<file path="config.mk">
export PLATFORM = sky130hd
export DESIGN_NAME = cgr_div_cell
export DESIGN_NICKNAME = d
export VERILOG_FILES = /design/src/sv/cgr_pkg.sv /design/src/sv/cgr_div_cell.sv
export SDC_FILE = /design/constraint.sdc
export NUM_CORES = 1
export LEC_CHECK = 0
export ABC_AREA = 1
export BUFFER_PORTS_ARGS = -buffer_cell sky130_fd_sc_hd__buf_4
export CORE_MARGIN = 1
export CORE_UTILIZATION = 46
export CTS_CLUSTER_SIZE = 28
export DETAILED_ROUTE_END_ITERATION = 16
export PLACE_DENSITY = 0.78
export SYNTH_ARGS = -nofsm -noshare
export SYNTH_HDL_FRONTEND = slang
export SYNTH_SLANG_ARGS = --single-unit
</file>
<file path="constraint.sdc">
create_clock -name i_clk -period 5 [get_ports i_clk]
set_input_delay 1 -clock i_clk [delete_from_list [all_inputs] [get_ports i_clk]]
set_output_delay 1 -clock i_clk [all_outputs]
set_load 0.005 [all_outputs]
</file>
<file path="src/sv/cgr_pkg.sv">
`timescale 1ns / 1ps
// ============================================================================
// cgr_pkg
// Shared constants for the gray component replacement datapath.
// ============================================================================
package cgr_pkg;

    // Default channel width; 2^CHANNEL_BITS - 1 stands for full ink
    localparam int unsigned CHANNEL_BITS_DEF = 16;

    // Configuration field widths
    localparam int unsigned PCT_W      = 7;
    localparam int unsigned LIMIT_W    = 9;
    localparam int unsigned CFG_IDX_W  = 4;
    localparam int unsigned CFG_DATA_W = 9;

    // Register indexes on the configuration port
    localparam logic [CFG_IDX_W-1:0] CFG_PULLOUT   = CFG_IDX_W'(0);
    localparam logic [CFG_IDX_W-1:0] CFG_INK_LIMIT = CFG_IDX_W'(1);

    // Percent scale and reset values
    localparam logic [PCT_W-1:0]   PCT_MAX       = PCT_W'(100);
    localparam logic [PCT_W-1:0]   PULLOUT_RST   = PCT_W'(100);
    localparam logic [LIMIT_W-1:0] INK_LIMIT_RST = LIMIT_W'(250);

    // ceil(log2(100)): extra shift for the exact reciprocal divide by 100
    localparam int unsigned PCT_LOG2 = 7;

endpackage

</file>
<file path="src/sv/cgr_div_cell.sv">
`timescale 1ns / 1ps
// ============================================================================
// cgr_div_cell
// One restoring-division step: one quotient bit for each of C, M and Y.
// ============================================================================
module cgr_div_cell import cgr_pkg::*; #(
    parameter int unsigned W = CHANNEL_BITS_DEF
) (
    input  logic              i_clk,
    input  logic              i_rst_n,
    input  logic              i_valid,
    output logic              o_ready,
    input  logic [W-1:0]      i_div,
    input  logic              i_zero,
    input  logic [2:0][W-1:0] i_rem,
    input  logic [2:0][W-1:0] i_shf,
    input  logic [W-1:0]      i_black,
    input  logic [W-1:0]      i_alpha,
    input  logic              i_last,
    output logic              o_valid,
    input  logic              i_ready,
    output logic [W-1:0]      o_div,
    output logic              o_zero,
    output logic [2:0][W-1:0] o_rem,
    output logic [2:0][W-1:0] o_shf,
    output logic [W-1:0]      o_black,
    output logic [W-1:0]      o_alpha,
    output logic              o_last
);

    logic              r_v;
    logic              w_rdy;
    logic [2:0][W-1:0] r_rem, r_shf, n_rem, n_shf;
    logic [W-1:0]      r_div, r_k, r_a;
    logic              r_zero, r_last;
    logic [W:0]        w_trial, w_diff;

    assign w_rdy   = !r_v || i_ready;
    assign o_ready = w_rdy;

    // shift in the next dividend bit, subtract where it fits
    always_comb begin
        for (int i = 0; i < 3; i++) begin
            w_trial  = {i_rem[i], i_shf[i][W-1]};
            w_diff   = w_trial - {1'b0, i_div};
            n_rem[i] = (w_trial >= {1'b0, i_div}) ? w_diff[W-1:0] : w_trial[W-1:0];
            n_shf[i] = {i_shf[i][W-2:0], (w_trial >= {1'b0, i_div})};
        end
    end

    always_ff @(posedge i_clk) begin
        if (!i_rst_n) begin
            r_v <= 1'b0;
        end else if (w_rdy) begin
            r_v <= i_valid;
        end
    end

    always_ff @(posedge i_clk) begin
        if (w_rdy) begin
            r_rem  <= n_rem;
            r_shf  <= n_shf;
            r_div  <= i_div;
            r_zero <= i_zero;
            r_k    <= i_black;
            r_a    <= i_alpha;
            r_last <= i_last;
        end
    end

    assign o_valid = r_v;
    assign o_div   = r_div;
    assign o_zero  = r_zero;
    assign o_rem   = r_rem;
    assign o_shf   = r_shf;
    assign o_black = r_k;
    assign o_alpha = r_a;
    assign o_last  = r_last;

endmodule

</file>
### Yosys cells after proc, flatten, opt, wreduce, memory -nomap -nowiden

Index checks and enable logic that the tools add are counted.

| storage, ports and cells | value |
|---|---|
| register bits after elaboration | 147 |
| bits of input ports | 150 |
| output and inout port bits | 148 |
| logic and storage cells | 23 |

| cells by class | value |
|---|---|
| mux-type cells | 3 |
| order comparisons | 3 |
| $add $sub $neg | 3 |
| reduce and logical (&&, ||, !) cells | 2 |

Operators with widths:

| operator | number |
|---|---|
| $ge A17 B16 Y1 | 3 |
| $mux W16 | 3 |
| $sub A16 B16 Y16 | 3 |
| $logic_not A1 Y1 | 1 |
| $logic_or A1 B1 Y1 | 1 |

### Logic depth before layout (Yosys ltp)

| depth | value |
|---|---|
| depth after elaboration | 2 |
| gate-level depth with buffers | 14 |
| gate-level depth less buffers | 13 |

### Worst setup path after synthesis

No wires, ideal clock.

| timing | value |
|---|---|
| kind | input port to output port |
| start | input port i_ready |
| end | output port o_ready |
| path slack | -0.149 ns |
| data required time | 4.000 ns |
| buffers on the path | 0 |
| stages on the path | 2 |
| data arrival time | 4.149 ns |
| path through | inv_1 nand2_1 |

| between the ends | value |
|---|---|
| longest elaborated chain between the ends | 1 |

Ends and longest elaborated chain:

| item | RTL line | RTL |
|---|---|---|
| from (decl) | cgr_div_cell.sv:21 | `input logic i_ready,` |
| $logic_or A1 B1 Y1 | cgr_div_cell.sv:38 | `assign w_rdy = !r_v \|\| i_ready;` |
| to (decl) | cgr_div_cell.sv:12 | `output logic o_ready,` |

Every way passes these cells.

### Worst setup path in the final report

Same ends and word-level chain as after synthesis.

==> reports/results.tsv <==
metric	value	unit
Cell Pwr Density	322	mW/mm²
Clock Latency Late Sink	0.42	ns
Die ar.	0.0189	mm²
HPWL after DPL	20000	µm
post-place setup slack	1.79	ns
CTS sink count	147	
initial antenna violation count	0	
Core Region	0.0180	mm²
VDD IR max	0.000226	V
most used flip-flop cell after synthesis	edfxtp_1	
Tightest Hold Check Type	in -> reg	
Lkg Pwr	6.01	nW
Syn Nets	1163	
min-delay src	i_black[10]	
Syn Std Cell Area	0.00845	mm²
post-layout min period	2.86	ns
Overflow after GRT	0	
worst r2r src	o_valid	
Setup Fix Bufs, Post-CTS	0	
largest net degree at the start of global routing	65	
vias per inst	4.91	
fin. max-slew vios	0	
critical setup path kind	in -> out	
CTS tree	yes	
critical path data required time	4.00	ns
# setup viols final	0	
Vias	7414	
I/O Pins	298	
skew final	0.00971	ns
Setup crit end kind	output pin	
post-cts resize count	0	
initial DRC count	372	
flops & latches, synth	147	
Fin Setup TNS	0	ns
DRT Pass-1 Iters	5	
vias in the first global route	6886	
# diodes	0	
max frequency	0.350	GHz
port bufs	297	
Syn. warnings	0	
H-tree levels	4	
Total GRT Usage	0.272	
WL/cell	16.9	µm
layout cells sized above 1	0.282	
Worst setup SP type	primary input	
nets@finish	1470	
sequential area share after synthesis	0.521	
DRC	0	
hold depth	1	
count of different cell masters after synthesis	33	
row count	49	
CTS buffer count	17	
Syn Inst Count	962	
area grow syn2layout	36.1	%
final hold violation count	0	
first-pass GRT wire length	37400	µm
crit path DAT	1.86	ns
hold endpoint	o_black[10]	
Initial Util	0.470	
Max-Cap Viols	0	
Die X	138	µm
period utilization	0.571	
CP Max Fanout	61	
synthesized area per cell	8.78	µm²
GP Congestion	0.893	
Worst Slack Setup Final	2.14	ns
status	complete, no violations	
clk root buf	clkbuf_16	
Synth async-reset ratio	0	
total power	0.00371	W
Reg clk slew, reported paths	0.07	ns
Clock Path Buffers	2	
DIE HEIGHT	138	µm
WL final	25500	µm
Post-synth EDFFs	146	
R2R Path End	o_alpha[14]	
hold bufs inserted after CTS	0	
DRT antenna net count	0	
Slew HR	0.463	
internal reg-to-reg setup slack	3.06	ns
Slew @ Worst Pin	0.805	ns
FF-to-FF path depth	2	
RSZ-0062 raised after global routing	false	
[synth_stat cells (2+ instances only)]
| master | n | share of area |
|---|---|---|
| a21oi_1 | 26 | 0.015 |
| and2_1 | 4 | 0.0030 |
| buf_2 | 4 | 0.0024 |
| buf_4 | 4 | 0.0036 |
| buf_8 | 3 | 0.0053 |
| edfxtp_1 | 146 | 0.52 |
| fa_1 | 3 | 0.0071 |
| ha_1 | 48 | 0.071 |
| inv_1 | 163 | 0.072 |
| inv_2 | 2 | 0.00089 |
| nand2_1 | 368 | 0.16 |
| nand2_2 | 6 | 0.0044 |
| nand2_4 | 3 | 0.0040 |
| nand3_1 | 81 | 0.048 |
| nand3_2 | 4 | 0.0047 |
| nand3_4 | 2 | 0.0041 |
| nand3b_1 | 3 | 0.0027 |
| nand4_1 | 12 | 0.0089 |
| nor2_1 | 34 | 0.015 |
| nor2_2 | 8 | 0.0059 |
| nor2_4 | 3 | 0.0040 |
| nor3_1 | 5 | 0.0030 |
| o21a_1 | 2 | 0.0018 |
| o21bai_1 | 2 | 0.0018 |
| xnor2_1 | 5 | 0.0052 |
| xor2_1 | 14 | 0.015 |
[report_power, final]
part / internal [W] / switching [W]
clock: 0.000751 / 0.000556
sequential: 0.00151 / 0.0000414
combinational: 0.000388 / 0.000453
[metal layers]
metal | wire [µm] | track usage | up-vias
met5 | 0 | 0 | -
met4 | 937 | 0.128 | 0
met3 | 1930 | 0.0548 | 40
met2 | 13000 | 0.487 | 264
met1 | 9660 | 0.307 | 3386
li1 | - | - | 3724
[state kept, by name, summed over array words and instances, names as in the netlist]
name and count:
o_alpha 16, o_black 16, o_div 16, o_last 1, o_rem 48, o_shf 48
o_valid 1, o_zero 1
[worst max-delay path, stage by stage]
cell     delay, ns
buf_4         0.11
inv_1         0.13
nand2_8       0.33
buf_4         0.27
[cells by family (layout without fill, tap and decap cells)]
group	Yosys count	in the layout	share of synthesized area
buf+inv	176	496	0.0846
xor+xnor	19	19	0.0197
fa+ha+maj	51	51	0.0782
compound gates	32	32	0.0212
flops	147	147	0.521
simple gates	537	537	0.275
[stage by stage]
stage / area, µm² / std cells / hold WS (ns) / util
floorplan: 8450 / 962 / 1.10 / -
global placement: 10900 / 1479 / 0.974 / 0.607
detailed placement: 10900 / 1479 / 0.984 / 0.607
CTS: 11500 / 1511 / 0.732 / 0.640
global route: 11500 / 1511 / 0.735 / 0.640
finish: 11500 / 1511 / 0.748 / 0.640
[cell type report]
class | count | area, µm²
Clock buffer | 17 | 425
Clock inverter | 15 | 173
Fill cell | 1515 | 6460
Inverter | 165 | 619
Multi-Input combinational cell | 639 | 3350
Sequential cell | 147 | 4400
Tap cell | 229 | 287
Timing Repair Buffer | 299 | 2240
[layout by cell type (no fill, tap or decap), types with 14 or more instances in the layout]
master	count
inv_1	163
edfxtp_1	146
ha_1	48
nand2_1	367
xor2_1	14
buf_4	299
a21oi_1	26
clkbuf_16	17
nand3_1	81
nor2_1	34
[how the worst max path moves through the flow]
stage / from / end
finish: i_ready / o_ready
CTS: i_ready / o_ready
global route: i_div[12] / o_rem[30]
detailed placement: i_div[12] / o_rem[31]
global placement: i_div[12] / o_rem[30]
floorplan: i_ready / o_ready
No activity file was read; power rests on OpenSTA's default activity.
