### src/sv/cgr_pkg.sv
`timescale 1ns / 1ps
// ============================================================================
// cgr_pkg
// Shared constants for the gray component replacement datapath.
// ============================================================================
package cgr_pkg;

    // Default channel width; 2^CHANNEL_BITS - 1 stands for full ink
    localparam int unsigned CHANNEL_BITS_DEF = 16;

    // Configuration field widths
    localparam int unsigned PCT_W      = 7;
    localparam int unsigned LIMIT_W    = 9;
    localparam int unsigned CFG_IDX_W  = 4;
    localparam int unsigned CFG_DATA_W = 9;

    // Register indexes on the configuration port
    localparam logic [CFG_IDX_W-1:0] CFG_PULLOUT   = CFG_IDX_W'(0);
    localparam logic [CFG_IDX_W-1:0] CFG_INK_LIMIT = CFG_IDX_W'(1);

    // Percent scale and reset values
    localparam logic [PCT_W-1:0]   PCT_MAX       = PCT_W'(100);
    localparam logic [PCT_W-1:0]   PULLOUT_RST   = PCT_W'(100);
    localparam logic [LIMIT_W-1:0] INK_LIMIT_RST = LIMIT_W'(250);

    // ceil(log2(100)): extra shift for the exact reciprocal divide by 100
    localparam int unsigned PCT_LOG2 = 7;

endpackage

### src/sv/cgr_ink_check.sv
`timescale 1ns / 1ps
// ============================================================================
// cgr_ink_check
// Total ink against the limit, magenta substitution and output register.
// ============================================================================
module cgr_ink_check import cgr_pkg::*; #(
    parameter int unsigned W = CHANNEL_BITS_DEF
) (
    input  logic              i_clk,
    input  logic              i_rst_n,
    input  logic              i_valid,
    output logic              o_ready,
    input  logic              i_zero,
    input  logic [2:0][W-1:0] i_quot,
    input  logic [W-1:0]      i_black,
    input  logic [W-1:0]      i_alpha,
    input  logic              i_last,
    input  logic [W+LIMIT_W-1:0] i_ink_cap,
    output logic              o_valid,
    input  logic              i_ready,
    output logic [W-1:0]      o_cyan,
    output logic [W-1:0]      o_magenta,
    output logic [W-1:0]      o_yellow,
    output logic [W-1:0]      o_black,
    output logic [W-1:0]      o_alpha,
    output logic              o_hit,
    output logic              o_last
);

    localparam int unsigned SW = W + LIMIT_W;

    logic [2:0] r_v;
    logic [3:0] w_rdy;

    logic [2:0][W-1:0] r1_x, r2_x;
    logic [W-1:0]      r1_k, r1_a, r2_k, r2_a;
    logic              r1_last, r2_last;
    logic [W+1:0]      r1_sum;
    logic [SW-1:0]     r2_scaled;

    logic [W-1:0] r3_c, r3_m, r3_y, r3_k, r3_a;
    logic         r3_hit, r3_last;

    logic [2:0][W-1:0] w_x;
    logic [W+1:0]      w_sum;
    logic [SW-1:0]     w_scaled;
    logic              w_hit;

    always_comb begin
        w_rdy[3] = i_ready;
        for (int s = 2; s >= 0; s--) begin
            w_rdy[s] = !r_v[s] || w_rdy[s+1];
        end
    end
    assign o_ready = w_rdy[0];

    // full gray pullout: C, M and Y drop to zero
    assign w_x   = i_zero ? '0 : i_quot;
    assign w_sum = (W+2)'(w_x[0]) + (W+2)'(w_x[1]) + (W+2)'(w_x[2]) + (W+2)'(i_black);
    // times 100 as 64 + 32 + 4
    assign w_scaled = SW'({r1_sum, 6'd0}) + SW'({r1_sum, 5'd0}) + SW'({r1_sum, 2'd0});
    assign w_hit    = r2_scaled > i_ink_cap;

    always_ff @(posedge i_clk) begin
        if (!i_rst_n) begin
            r_v <= '0;
        end else begin
            if (w_rdy[0]) r_v[0] <= i_valid;
            if (w_rdy[1]) r_v[1] <= r_v[0];
            if (w_rdy[2]) r_v[2] <= r_v[1];
        end
    end

    always_ff @(posedge i_clk) begin
        if (w_rdy[0]) begin
            r1_x    <= w_x;
            r1_k    <= i_black;
            r1_a    <= i_alpha;
            r1_last <= i_last;
            r1_sum  <= w_sum;
        end
        if (w_rdy[1]) begin
            r2_x      <= r1_x;
            r2_k      <= r1_k;
            r2_a      <= r1_a;
            r2_last   <= r1_last;
            r2_scaled <= w_scaled;
        end
        if (w_rdy[2]) begin
            r3_c    <= w_hit ? '0 : r2_x[0];
            r3_m    <= w_hit ? '1 : r2_x[1];
            r3_y    <= w_hit ? '0 : r2_x[2];
            r3_k    <= w_hit ? '0 : r2_k;
            r3_a    <= r2_a;
            r3_hit  <= w_hit;
            r3_last <= r2_last;
        end
    end

    assign o_valid   = r_v[2];
    assign o_cyan    = r3_c;
    assign o_magenta = r3_m;
    assign o_yellow  = r3_y;
    assign o_black   = r3_k;
    assign o_alpha   = r3_a;
    assign o_hit     = r3_hit;
    assign o_last    = r3_last;

endmodule

### config.mk
export PLATFORM = sky130hd
export DESIGN_NAME = cgr_ink_check
export DESIGN_NICKNAME = d
export VERILOG_FILES = /design/src/sv/cgr_pkg.sv /design/src/sv/cgr_ink_check.sv
export SDC_FILE = /design/constraint.sdc
export NUM_CORES = 1
export LEC_CHECK = 0
export BUFFER_PORTS_ARGS = -buffer_cell sky130_fd_sc_hd__clkbuf_2
export CAP_MARGIN = 10
export CORE_ASPECT_RATIO = 0.7
export CORE_MARGIN = 4
export CORE_UTILIZATION = 61
export CTS_BUF_LIST = sky130_fd_sc_hd__clkbuf_16
export CTS_CLUSTER_SIZE = 20
export DETAILED_ROUTE_END_ITERATION = 10
export PLACE_DENSITY_LB_ADDON = 0.05
export SYNTH_ARGS = -nofsm -noshare
export SYNTH_HDL_FRONTEND = slang
export SYNTH_SLANG_ARGS = --single-unit
### constraint.sdc
create_clock -name i_clk -period 7.95 [get_ports i_clk]
set_clock_uncertainty 0.15 [all_clocks]
set_input_delay 1.59 -clock i_clk [delete_from_list [all_inputs] [get_ports i_clk]]
set_output_delay 1.59 -clock i_clk [all_outputs]
set_load 0.01 [all_outputs]
Yosys cells after proc, flatten, opt, wreduce, memory -nomap -nowiden
Index checks and enable logic that the tools add are counted.

word-level totals
  register bits after elaboration = 290
  output and inout port bits = 84
  logic and storage cells = 37

cells by class
  add/subtract/negate cells = 5
  order comparisons = 1
  multiplexer cells = 1
  reductions and logical operators = 6

operators by type and width
  cell                     number
  two-way mux 48 bit       1
  adder 24 x 23 -> 25 bit  1
  adder 25 x 20 -> 25 bit  1
  > comparator 25 bit      1
  adder 17 x 16 -> 18 bit  1
  adder 18 x 16 -> 18 bit  1
  adder 16 x 16 -> 17 bit  1
  logical NOT 1 bit        3
  logical OR 1 bit         3

Longest topological paths before layout
  depth in word-level cells = 4
  depth in mapped cells = 15
  depth with buffers taken out = 13

Worst setup path after synthesis
Ideal clock, no wire load.

  kind = input port to output port
  from = input i_ready
  to = output o_ready
  arrival = 4151 ps
  slack = 2059 ps
  stages = 2
  buffers on the path = 0
  path through = nor2b_1 -> nand3_1

on the way
  word-level cells in the longest chain between the ends = 3

ends and longest elaborated chain
  element                         line                 text
  start: declaration              cgr_ink_check.sv:20  input logic i_ready,
  logical OR 1 bit (3 in series)  cgr_ink_check.sv:52  w_rdy[s] = !r_v[s] || w_rdy[s+1];
  end: declaration                cgr_ink_check.sv:12  output logic o_ready,

Every way passes these cells.

==> flow_summary_export.csv <==
group,metric,value,unit
status,status,"finished, final reports clean",
power,vdd_ir_drop_max,0.309,mV
detailed_routing,wl_per_cell,17.2,µm
power,total_leakage_power,6.84,nW
setup_path,r2r-end,"r2_scaled[22]$_DFFE_PP_",
synth,yosys_warnings,0,
detailed_routing,drtIter0Drc,507,
floorplan,die_area,0.0235,mm²
detailed_routing,routed_wirelength,23.1,mm
setup_path,cp-end-kind,"flip-flop",
job,maxCapViolations,0,
sta,tns,0,ps
sta,timing.final.crit_share,0.666,
worst_hold_path,hold_path_class,"flip-flop to flip-flop",
power,p_per_area,391,mW/mm²
setup_path,r2r_cells,9,
grt,antenna_found_initial,0,
floorplan,coreArea,0.0208,mm²
clocking,clk_pin_slew,60,ps
synth,synth_nets,1063,
grt,grt_use_total,0.195,
sta,hold_viol_final,0,
sta,tightest_slew,1110,ps
grt,grt_pass1_vias,6838,
synth,ys_seq_area_frac,0.670,
grt,grt_start_max_net_pins,83,
synth,synth_enable_flop_cells,285,
clocking,clockBufferDepth,3,
floorplan,die_w,182,µm
detailed_routing,ant_nets,0,
finish,area_growth,17.3,%
place,hpwlAfterDp,16.6,mm
worst_hold_path,min_to,"r2_x[23]$_DFFE_PP_",
synth,synth_cell_types,56,
place,place_congestion,0.797,
finish,n_fill_cell,1367,
worst_hold_path,min_from,"r1_x[23]$_DFFE_PP_",
setup_path,cp.required,8080,ps
synth,ys_ff_latch,288,
sta,rsz0062_at_grt,"no",
floorplan,rows,44,
setup_path,path_class,"input pin to flip-flop",
setup_path,critPathMaxFanout,48,
clocking,cts_sinks,288,
clocking,cts_setup_buffers,0,
setup_path,start_kind,"input pin",
grt,grt_first_pass_wirelength,35.9,mm
place,io_buffers,194,
floorplan,die_h,130,µm
setup_path,reg2reg_from,"r1_sum[0]$_DFFE_PP_",
sta,slew_headroom,0.259,
clocking,numCtsBuffers,27,
floorplan,start_util,0.620,
clocking,cts_root_buffer,"clkbuf_16",
clocking,cts_tree,"yes",
clocking,cts_resized,0,
finish,diodes,0,
setup_path,crit_arrival,5430,ps
sta,fmax,0.189,GHz
worst_hold_path,min_path_cells,0,
clocking,htreeDepth,1,
detailed_routing,dr.pass1.iters,5,
detailed_routing,drc,0,
sta,slew_violations,0,
setup_path,crit_start,"i_zero",
sta,setup_viol,0,
clocking,cts-hold-fix-buffers,0,
synth,syn_avg_cell_area,15.3,µm²
synth,synthFlopType,"edfxtp_1",
sta,holdWs,254,ps
finish,final_layout_size_suffix_gt1_frac,0.243,
synth,synthArstFlopShare,0,
detailed_routing,via_per_inst,5.14,
sta,period_needed,5300,ps
synth,netlist_instances,842,
setup_path,r2r_slack,4510,ps
clocking,clk_latency,530,ps
floorplan,pin_count,195,
grt,grt_overflow_total,0,
detailed_routing,via_count,6922,
finish,layout.nets,1276,
synth,synth.cell_area,0.0129,mm²
critical path: stages:
cell and delay [ps]:
clkbuf_2 460, nor2b_1 320, inv_1 90, fa_1 470, fa_1 550, inv_1 40, ha_1 220, fa_1 430
a211oi_1 340, o21a_1 220, o2bb2ai_1 110, o21ai_0 250, a21oi_1 100, or2_1 210
per-stage QoR:
stage | utilization | std cells | power [W] | cell area [µm²] | worst slack, ps
after global routing | 0.727 | 1348 | 0.00633 | 15100 | 2390
after detailed placement | 0.683 | 1302 | 0.00459 | 14200 | 2140
after CTS | 0.727 | 1348 | 0.00594 | 15100 | 2640
final | 0.727 | 1348 | 0.00591 | 15100 | 2650
after floorplan | - | 842 | 0.00401 | 12900 | 2060
after global placement | 0.683 | 1302 | 0.00453 | 14200 | 2250
state kept, by name, summed over array words and instances, names as in the netlist, 18 cells and up:
| signal | count |
|---|---|
| r2_scaled | 23 |
| r2_x | 48 |
| r1_sum | 18 |
| r1_x | 48 |
power breakdown:
part	leakage, nW	internal (W)	switching [W]	total, W
logic	3.20	0.00102	0.00130	0.00232
registers	3.18	0.00210	0.000148	0.00225
clock network	0.462	0.000811	0.000528	0.00134
synthesized netlist by cell type, types with 9 or more instances:
master	count	area share
edfxtp_1	285	0.67
nand2_1	16	0.0047
o21ai_0	9	0.0035
ha_1	63	0.061
a21oi_1	33	0.013
nor2b_1	62	0.030
o21bai_1	9	0.0053
or2_2	9	0.0044
nand2b_1	41	0.020
inv_1	118	0.034
a21o_1	12	0.0070
nor2_1	11	0.0032
xnor2_1	17	0.012
fa_1	47	0.073
layout make-up:
type / instances / area, µm² / area share
Tap cell: 276 / 345 / 0.0229
Timing Repair Buffer: 198 / 1000 / 0.0663
Sequential cell: 288 / 8620 / 0.571
Inverter: 118 / 444 / 0.0294
Clock buffer: 27 / 676 / 0.0448
Multi-Input combinational cell: 422 / 3760 / 0.249
Clock inverter: 19 / 246 / 0.0163
placed cells by master (no fill, tap or decap), types with 8 or more instances in the layout:
master,synthesis,layout
edfxtp_1,285,285
clkbuf_2,0,194
inv_1,118,118
ha_1,63,63
nor2b_1,62,62
fa_1,47,47
nand2b_1,41,41
a21oi_1,33,33
clkbuf_16,0,27
xnor2_1,17,17
nand2_1,16,15
a21o_1,12,12
nor2_1,11,11
o21ai_0,9,9
o21bai_1,9,9
or2_2,9,9
o21ai_1,8,8
nor3_1,8,8
or2_1,8,8
xor2_1,8,8
how the worst max path moves through the flow:
stage	endpoint	slack (ps)	depth (start not counted)
finish	r1_sum[17]$_DFFE_PP_	2650	14
global route	r1_sum[17]$_DFFE_PP_	2390	14
CTS	r1_sum[17]$_DFFE_PP_	2640	13
detailed placement	r1_sum[17]$_DFFE_PP_	2140	13
global placement	r1_sum[17]$_DFFE_PP_	2250	13
floorplan	o_ready	2060	2
cell families after synthesis:
kind of cell	count (synthesis)	share of synthesized area
compound gates	103	0.0534
xor+xnor	25	0.0170
fa+ha+maj	110	0.134
buf+inv	132	0.0406
flops	288	0.670
simple gates	184	0.0848
per-layer routing:
layer	vias to the layer above	track usage	routed length, µm
met5	-	0	0
met4	0	0.0415	469
met3	31	0.0351	1370
met2	184	0.299	10500
met1	3297	0.300	10800
li1	3410	-	-
Power figures use the tool's default switching activity.
