[config.mk]
export PLATFORM = sky130hd
export DESIGN_NAME = cgr_front
export DESIGN_NICKNAME = d
export VERILOG_FILES = /design/src/sv/cgr_pkg.sv /design/src/sv/cgr_front.sv
export SDC_FILE = /design/constraint.sdc
export NUM_CORES = 2
export LEC_CHECK = 0
export CAP_MARGIN = 0
export CORE_UTILIZATION = 60
export CTS_CLUSTER_SIZE = 40
export DETAILED_ROUTE_END_ITERATION = 7
export DONT_BUFFER_PORTS = 1
export GPL_TIMING_DRIVEN = 0
export HOLD_SLACK_MARGIN = 0.06
export PLACE_DENSITY_LB_ADDON = 0.3
export SLEW_MARGIN = 20
export SYNTH_ARGS = -nofsm -noshare
export SYNTH_HDL_FRONTEND = slang
export SYNTH_SLANG_ARGS = --single-unit
[constraint.sdc]
create_clock -name i_clk -period 19.8 [get_ports i_clk]
set_input_delay 3.96 -clock i_clk [delete_from_list [all_inputs] [get_ports i_clk]]
set_output_delay 3.96 -clock i_clk [all_outputs]
set_load 0.005 [all_outputs]
[src/sv/cgr_pkg.sv]
`timescale 1ns / 1ps
// ============================================================================
// cgr_pkg
// Shared constants for the gray component replacement datapath.
// ============================================================================
package cgr_pkg;

    // Default channel width; 2^CHANNEL_BITS - 1 stands for full ink
    localparam int unsigned CHANNEL_BITS_DEF = 16;

    // Configuration field widths
    localparam int unsigned PCT_W      = 7;
    localparam int unsigned LIMIT_W    = 9;
    localparam int unsigned CFG_IDX_W  = 4;
    localparam int unsigned CFG_DATA_W = 9;

    // Register indexes on the configuration port
    localparam logic [CFG_IDX_W-1:0] CFG_PULLOUT   = CFG_IDX_W'(0);
    localparam logic [CFG_IDX_W-1:0] CFG_INK_LIMIT = CFG_IDX_W'(1);

    // Percent scale and reset values
    localparam logic [PCT_W-1:0]   PCT_MAX       = PCT_W'(100);
    localparam logic [PCT_W-1:0]   PULLOUT_RST   = PCT_W'(100);
    localparam logic [LIMIT_W-1:0] INK_LIMIT_RST = LIMIT_W'(250);

    // ceil(log2(100)): extra shift for the exact reciprocal divide by 100
    localparam int unsigned PCT_LOG2 = 7;

endpackage

[src/sv/cgr_front.sv]
`timescale 1ns / 1ps
// ============================================================================
// cgr_front
// Pullout, divisor, black channel and initial divider remainders (4 stages).
// ============================================================================
module cgr_front import cgr_pkg::*; #(
    parameter int unsigned W = CHANNEL_BITS_DEF
) (
    input  logic                 i_clk,
    input  logic                 i_rst_n,
    input  logic                 i_valid,
    output logic                 o_ready,
    input  logic [W-1:0]         i_cyan,
    input  logic [W-1:0]         i_magenta,
    input  logic [W-1:0]         i_yellow,
    input  logic [W-1:0]         i_black,
    input  logic [W-1:0]         i_alpha,
    input  logic                 i_last,
    input  logic [PCT_W-1:0]     i_amount,
    output logic                 o_valid,
    input  logic                 i_ready,
    output logic [W-1:0]         o_div,
    output logic                 o_zero,
    output logic [2:0][W-1:0]    o_rem,
    output logic [2:0][W-1:0]    o_shf,
    output logic [W-1:0]         o_black,
    output logic [W-1:0]         o_alpha,
    output logic                 o_last
);

    localparam int unsigned PW     = W + PCT_W;
    localparam int unsigned RS     = PW + PCT_LOG2;
    localparam int unsigned PROD_W = 2 * PW + 1;
    localparam logic [63:0] RECIP_WIDE = ((64'd1 << RS) + 64'd99) / 64'd100;
    localparam logic [PW:0] RECIP = RECIP_WIDE[PW:0];

    logic [3:0] r_v;
    logic [4:0] w_rdy;

    // stage 1
    logic [2:0][W-1:0] r1_x;
    logic [W-1:0]      r1_k, r1_a;
    logic              r1_last;
    logic [PW-1:0]     r1_prod;
    // stage 2
    logic [2:0][W-1:0] r2_x;
    logic [W-1:0]      r2_k, r2_a;
    logic              r2_last;
    logic [PROD_W-1:0] r2_scaled;
    // stage 3
    logic [2:0][W-1:0] r3_d;
    logic [W-1:0]      r3_div, r3_a;
    logic              r3_zero, r3_last;
    logic [2*W-1:0]    r3_kprod;
    // stage 4
    logic [2:0][W-1:0] r4_rem, r4_shf;
    logic [W-1:0]      r4_div, r4_k, r4_a;
    logic              r4_zero, r4_last;

    logic [W-1:0]      w_min, w_p, w_kn, w_pn, w_kq;
    logic [PW-1:0]     w_prod;
    logic [PROD_W-1:0] w_scaled;
    logic [2*W-1:0]    w_kprod;
    logic [2*W:0]      w_ksum;
    logic [2:0][2*W-1:0] w_num;

    always_comb begin
        w_rdy[4] = i_ready;
        for (int s = 3; s >= 0; s--) begin
            w_rdy[s] = !r_v[s] || w_rdy[s+1];
        end
    end
    assign o_ready = w_rdy[0];

    // smallest of C, M and Y scaled by the pullout share
    always_comb begin
        w_min = i_cyan;
        if (i_magenta < w_min) begin
            w_min = i_magenta;
        end
        if (i_yellow < w_min) begin
            w_min = i_yellow;
        end
    end
    assign w_prod   = {{PCT_W{1'b0}}, w_min} * {{W{1'b0}}, i_amount};
    assign w_scaled = PROD_W'(r1_prod) * PROD_W'(RECIP);
    assign w_p      = r2_scaled[RS +: W];
    assign w_kn     = ~r2_k;
    assign w_pn     = ~w_p;
    assign w_kprod  = (2*W)'(w_kn) * (2*W)'(w_pn);

    // floor(x / FULL) for x <= FULL^2
    assign w_ksum = {1'b0, r3_kprod} + (2*W+1)'(r3_kprod[2*W-1:W]) + (2*W+1)'(1);
    assign w_kq   = w_ksum[2*W-1:W];

    always_comb begin
        for (int i = 0; i < 3; i++) begin
            w_num[i] = {r3_d[i], {W{1'b0}}} - {{W{1'b0}}, r3_d[i]};
        end
    end

    always_ff @(posedge i_clk) begin
        if (!i_rst_n) begin
            r_v <= '0;
        end else begin
            if (w_rdy[0]) r_v[0] <= i_valid;
            if (w_rdy[1]) r_v[1] <= r_v[0];
            if (w_rdy[2]) r_v[2] <= r_v[1];
            if (w_rdy[3]) r_v[3] <= r_v[2];
        end
    end

    always_ff @(posedge i_clk) begin
        if (w_rdy[0]) begin
            r1_x    <= {i_yellow, i_magenta, i_cyan};
            r1_k    <= i_black;
            r1_a    <= i_alpha;
            r1_last <= i_last;
            r1_prod <= w_prod;
        end
        if (w_rdy[1]) begin
            r2_x      <= r1_x;
            r2_k      <= r1_k;
            r2_a      <= r1_a;
            r2_last   <= r1_last;
            r2_scaled <= w_scaled;
        end
        if (w_rdy[2]) begin
            for (int i = 0; i < 3; i++) begin
                r3_d[i] <= r2_x[i] - w_p;
            end
            r3_div   <= w_pn;
            r3_zero  <= &w_p;
            r3_kprod <= w_kprod;
            r3_a     <= r2_a;
            r3_last  <= r2_last;
        end
        if (w_rdy[3]) begin
            for (int i = 0; i < 3; i++) begin
                r4_rem[i] <= w_num[i][2*W-1:W];
                r4_shf[i] <= w_num[i][W-1:0];
            end
            r4_div  <= r3_div;
            r4_zero <= r3_zero;
            r4_k    <= ~w_kq;
            r4_a    <= r3_a;
            r4_last <= r3_last;
        end
    end

    assign o_valid = r_v[3];
    assign o_div   = r4_div;
    assign o_zero  = r4_zero;
    assign o_rem   = r4_rem;
    assign o_shf   = r4_shf;
    assign o_black = r4_k;
    assign o_alpha = r4_a;
    assign o_last  = r4_last;

endmodule

; ---- Word-level counts from Yosys, hierarchy flattened
; Cells that the tools add are included.
[totals]
out_inout_bits = 148
wordCells = 64
reg_bits = 495
inputBits = 92
[op_classes]
reduce_logical = 9
n_mul = 3
bitwise_logic = 3
n_mux = 2
addsub = 8
magnitude_cmp = 2
[ops]
columns = op, n
row1 = subtractor 32 x 16 -> 32 bit, 3
row2 = NOT 16 bit, 3
row3 = subtractor 16 bit, 3
row4 = "multiplier 23 x 24 -> 46 bit, second input constant", 1
row5 = "adder 32 x 1 -> 32 bit, second input constant", 1
row6 = adder 32 x 16 -> 32 bit, 1
row7 = less-than comparator 16 bit, 2
row8 = multiplier 16 x 16 -> 32 bit, 1
row9 = two-way mux 16 bit, 2
row10 = multiplier 16 x 7 -> 23 bit, 1
row11 = AND reduction 16 bit, 1
row12 = logical NOT 1 bit, 4
row13 = logical OR 1 bit, 4

; ---- Longest topological paths before layout
[depth]
word_depth = 5
ltp_mapped = 41
ltp_nobuf = 37

; ---- Least setup slack after synthesis
; No wires, ideal clock.
[synth_timing]
path_type = input-to-reg
startpoint = input i_cyan[5]
endpoint = register r1_prod[20], data pin
required_ns = 19.542
setup_time_ns = 0.258
slack_ns = 7.675
stages = 39
path_buffers = 2
t_arrival_ns = 11.867
cell_sequence = inv_1 ha_1 a21o_1 a21o_1 a21oi_1 o221ai_1 o21ai_2 nand2_2 buf_4 mux2i_2 ha_1 a21o_1 a21o_1 a21oi_1 o21ai_1 a31oi_2 and3_1 nand3_2 (+3 left out) fa_1 inv_1 fa_1 inv_1 fa_1 inv_1 fa_1 inv_1 ha_1 and2_1 a22o_1 o32a_1 nand4_1 a41o_1 o21ai_0 a41oi_1 nor2b_1 xnor2_1
[synth_between]
elab_chain_cells = 5
[synth_rtl]
columns = element, line_no
row1 = "start, declared", cgr_front.sv:13  ; input logic [W-1:0] i_cyan,
row2 = less-than comparator 16 bit, cgr_front.sv:78  ; if (i_magenta < w_min) begin
row3 = two-way mux 16 bit (*), cgr_front.sv:78
row4 = less-than comparator 16 bit, cgr_front.sv:81  ; if (i_yellow < w_min) begin
row5 = two-way mux 16 bit (*), cgr_front.sv:81
row6 = multiplier 16 x 7 -> 23 bit (*), cgr_front.sv:85  ; assign w_prod = {{PCT_W{1'b0}}, w_min} * {{W{1'b0}}, i_amount};
row7 = via w_prod[20], cgr_front.sv:61  ; logic [PW-1:0] w_prod;
row8 = "end signal, assigned", cgr_front.sv:119  ; r1_prod <= w_prod;
row9 = "end, declared", cgr_front.sv:44  ; logic [PW-1:0] r1_prod;
; Mark *: on every way through the listed nets, which the timed path passes. The rest lies on a longest branch.
; A chain may end at the register's enable or synchronous reset.

; ---- Final worst setup path
[layout_timing]
startpoint = input i_cyan[5]
endpoint = register r1_prod[22], data pin
; The elaborated chain is that of the path after synthesis.

==> impl_metrics.py <==
metrics = {
    "logic_synthesis": {
        "netlist_area_sq_um": 40000,
        "synth_flop_cell": "edfxtp_1",
        "synth_nets": 4464,
        "synth-adder-area-share": 0.379,
        "synthMuxAreaShare": 0.00550,
        "syn_avg_cell_area_sq_um": 11.6,
        "synth_top_area_share": 0.346,
        "synthArstFlopShare": 0,
        "synth_area_leaders": "edfxtp_1, fa_1, ha_1, inv_1, or2_2",
        "synth_edf_count": 461,
        "ys_warn_count": 0,
        "synth-compound-area-share": 0.0741,
        "synth_most_common_cell": "inv_1",
        "synth_common_cells": "inv_1, ha_1, edfxtp_1, fa_1, nor2_1",
        "netlist_instances": 3437,
        "yosys.area_share.simple": 0.0863,
        "synth_cell_type_count": 74,
        "yosysTopAreaCell": "edfxtp_1",
        "synthXorXnorAreaFrac": 0.0352,
        "seq_area_frac_synth": 0.348,
        "synth_top_family_by_area": "adder cells",
        "ys_seq_elements": 465,
    },
    "sta": {
        "rsz0062_at_grt": "false",
        "fin_skew_ps": 64.5,
        "slew_violations": 0,
        "post-route-min-period_ps": 12750,
        "relSlewSlack": 0.210,
        "fin_ws_ps": 7050,
        "worst_slew_pin_slew_ps": 1180,
        "hold_violations": 0,
        "finalSetupTns_ps": 0,
        "whs_ps": 380,
        "fin_crit_sh": 0.644,
        "fmax_ghz": 0.0785,
        "setup-violations-final": 0,
    },
    "floorplanning": {
        "core-area_sq_um": 65900,
        "die_h_um": 260,
        "num_rows": 94,
        "start_util": 0.608,
        "die-area_sq_um": 67800,
        "io_pins": 240,
        "die_width_um": 260,
    },
    "cells_and_area": {
        "finalNetCount": 4521,
        "fill_cells": 4892,
        "syn_to_final_growth_pct": 7.48,
        "drive_above_1_share": 0.0849,
    },
    "min_path": {
        "hold_depth": 0,
        "hp-class": "register to register",
    },
    "clock_tree": {
        "cts_resized": 0,
        "clk_pin_slew_ps": 60,
        "postCtsHoldBufs": 0,
        "postCtsSetupBuffers": 0,
        "cts_tree": "yes",
        "clkSinkCount": 465,
        "cts_buffers": 49,
        "htree_levels": 2,
        "cts_root_buf": "clkbuf_16",
        "cts_buffer_depth": 3,
        "clock_latency_ps": 630,
    },
    "setup_path": {
        "start_kind": "primary input",
        "reg2reg_depth": 20,
        "path_depth": 39,
        "worst-path-max-fanout": 10,
        "endpoint_kind": "register",
        "slowest_delay_ps": 620,
        "r2r_slack_ps": 12520,
        "required_ps": 20120,
        "crit_family": "compound AO/OA/AOI/OAI gates",
        "crit_buf_inv": 7,
        "worstPathArrival_ps": 13060,
        "slowest_stage": "a31oi_1",
        "worstSetupPathType": "primary input to register",
        "cpMostUsedCell": "inv_1",
    },
    "place": {
        "gp_congestion": 0.992,
        "dp_hpwl_mm": 73.1,
        "pre_cts_slack_ps": 6600,
        "io_buffers": 0,
    },
    "routing": {
        "ant_nets": 0,
        "routedWlPerCell_um": 20.6,
        "drt-initial-drc-count": 1862,
        "firstDrtPassIters": 6,
        "viasPerCell": 5.73,
        "drt-total-wl_mm": 90.8,
        "drc": 0,
        "vias": 25200,
    },
    "global_route": {
        "grt_max_degree": 90,
        "grt_antenna_before_repair": 5,
        "grt_usage": 0.280,
        "grt_pass1_wl_mm": 145,
        "grt_pass1_vias": 26400,
        "overflow": 0,
    },
    "run_status": {
        "outcome": "completed",
    },
    "job": {
        "drv_cap": 0,
    },
}
state kept, by name (all words and copies together) (netlist names), 4 cells and up:
register   flops
o_black       16
r2_k          16
r1_x          48
r3_d          48
r1_k          16
r2_scaled     16
r2_a          16
r3_kprod      32
r3_a          16
o_rem         48
r3_div        16
o_div         16
o_shf         48
r_v            4
o_alpha       16
r1_a          16
r2_x          48
r1_prod       23
final timing paths:
kind / to / startpoint
min: r2_x[46] / r1_x[46]
min reg2reg: r2_x[46] / r1_x[46]
max reg2reg: r2_scaled[45] / r1_prod[13]
max: r1_prod[22] / i_cyan[5]
layout make-up:
type                       count  area [sq um]  share of cell area
inverter                     691          2610              0.0606
multi-input combinational   2218         23200               0.540
buffer                        63           302             0.00701
sequential                   465         13900               0.324
tap                          864          1080              0.0251
clock inverter                32           450              0.0105
timing repair buffer           6           165             0.00384
antenna                        5          12.5            0.000291
clock buffer                  57          1260              0.0292
stage by stage:
stage	cells	instance area, sq um	util
finish	4401	43000	0.653
global route	4396	43000	0.653
CTS	4396	43000	0.653
detailed placement	4307	41300	0.627
global placement	4301	41100	0.624
floorplan	3437	40000	-
routing by layer:
metal	vias up	GRT usage	routed length (um)
li1	11600	-	-
met4	6	0.120	4410
met3	246	0.0474	6460
met1	12400	0.361	36600
met5	-	0	45
met2	949	0.467	43300
cell families after synthesis:
kind of cell | Yosys count
buf+inv | 754
flops | 465
xor+xnor | 161
compound gates | 429
simple gates | 675
fa+ha+maj | 935
mux | 18
worst register-to-register path, stage by stage (launching register included):
cell and delay [ps]:
edfxtp_1 600, fa_1 620, inv_1 110, fa_1 430, fa_1 550, inv_1 50
fa_1 530, inv_1 50, fa_1 480, inv_1 50, fa_1 500, fa_1 420
ha_1 370, nand4_1 160, or4_1 560, o32ai_2 540, a21oi_2 190, o21ai_1 280
nor4_1 110, nor3_1 280, xnor2_1 90
placed cells by master, fill, tap and decap left out, types with 7 or more instances in the layout:
cell type,count
nor2_1,199
xnor2_1,117
o21ai_0,55
nor2b_1,22
a21boi_0,8
nand2b_1,9
buf_6,7
clkinv_2,7
nor3_1,46
nor4_1,7
or2_2,171
or4_1,7
a21o_1,34
or3_1,24
and2_1,10
bufinv_16,8
ha_1,474
mux2i_2,10
nand3_1,36
and3_1,17
nand4_1,16
xor2_1,44
clkbuf_1,55
buf_2,7
a211o_1,32
a31oi_1,21
a211oi_1,95
o21a_1,25
nand2_1,89
a21oi_1,97
inv_1,689
fa_1,461
edfxtp_1,461
clkbuf_16,49
Power is left out: the tool's default activity adds up to more than one toggle a clock period on the data nets, which glitch-free logic cannot reach.
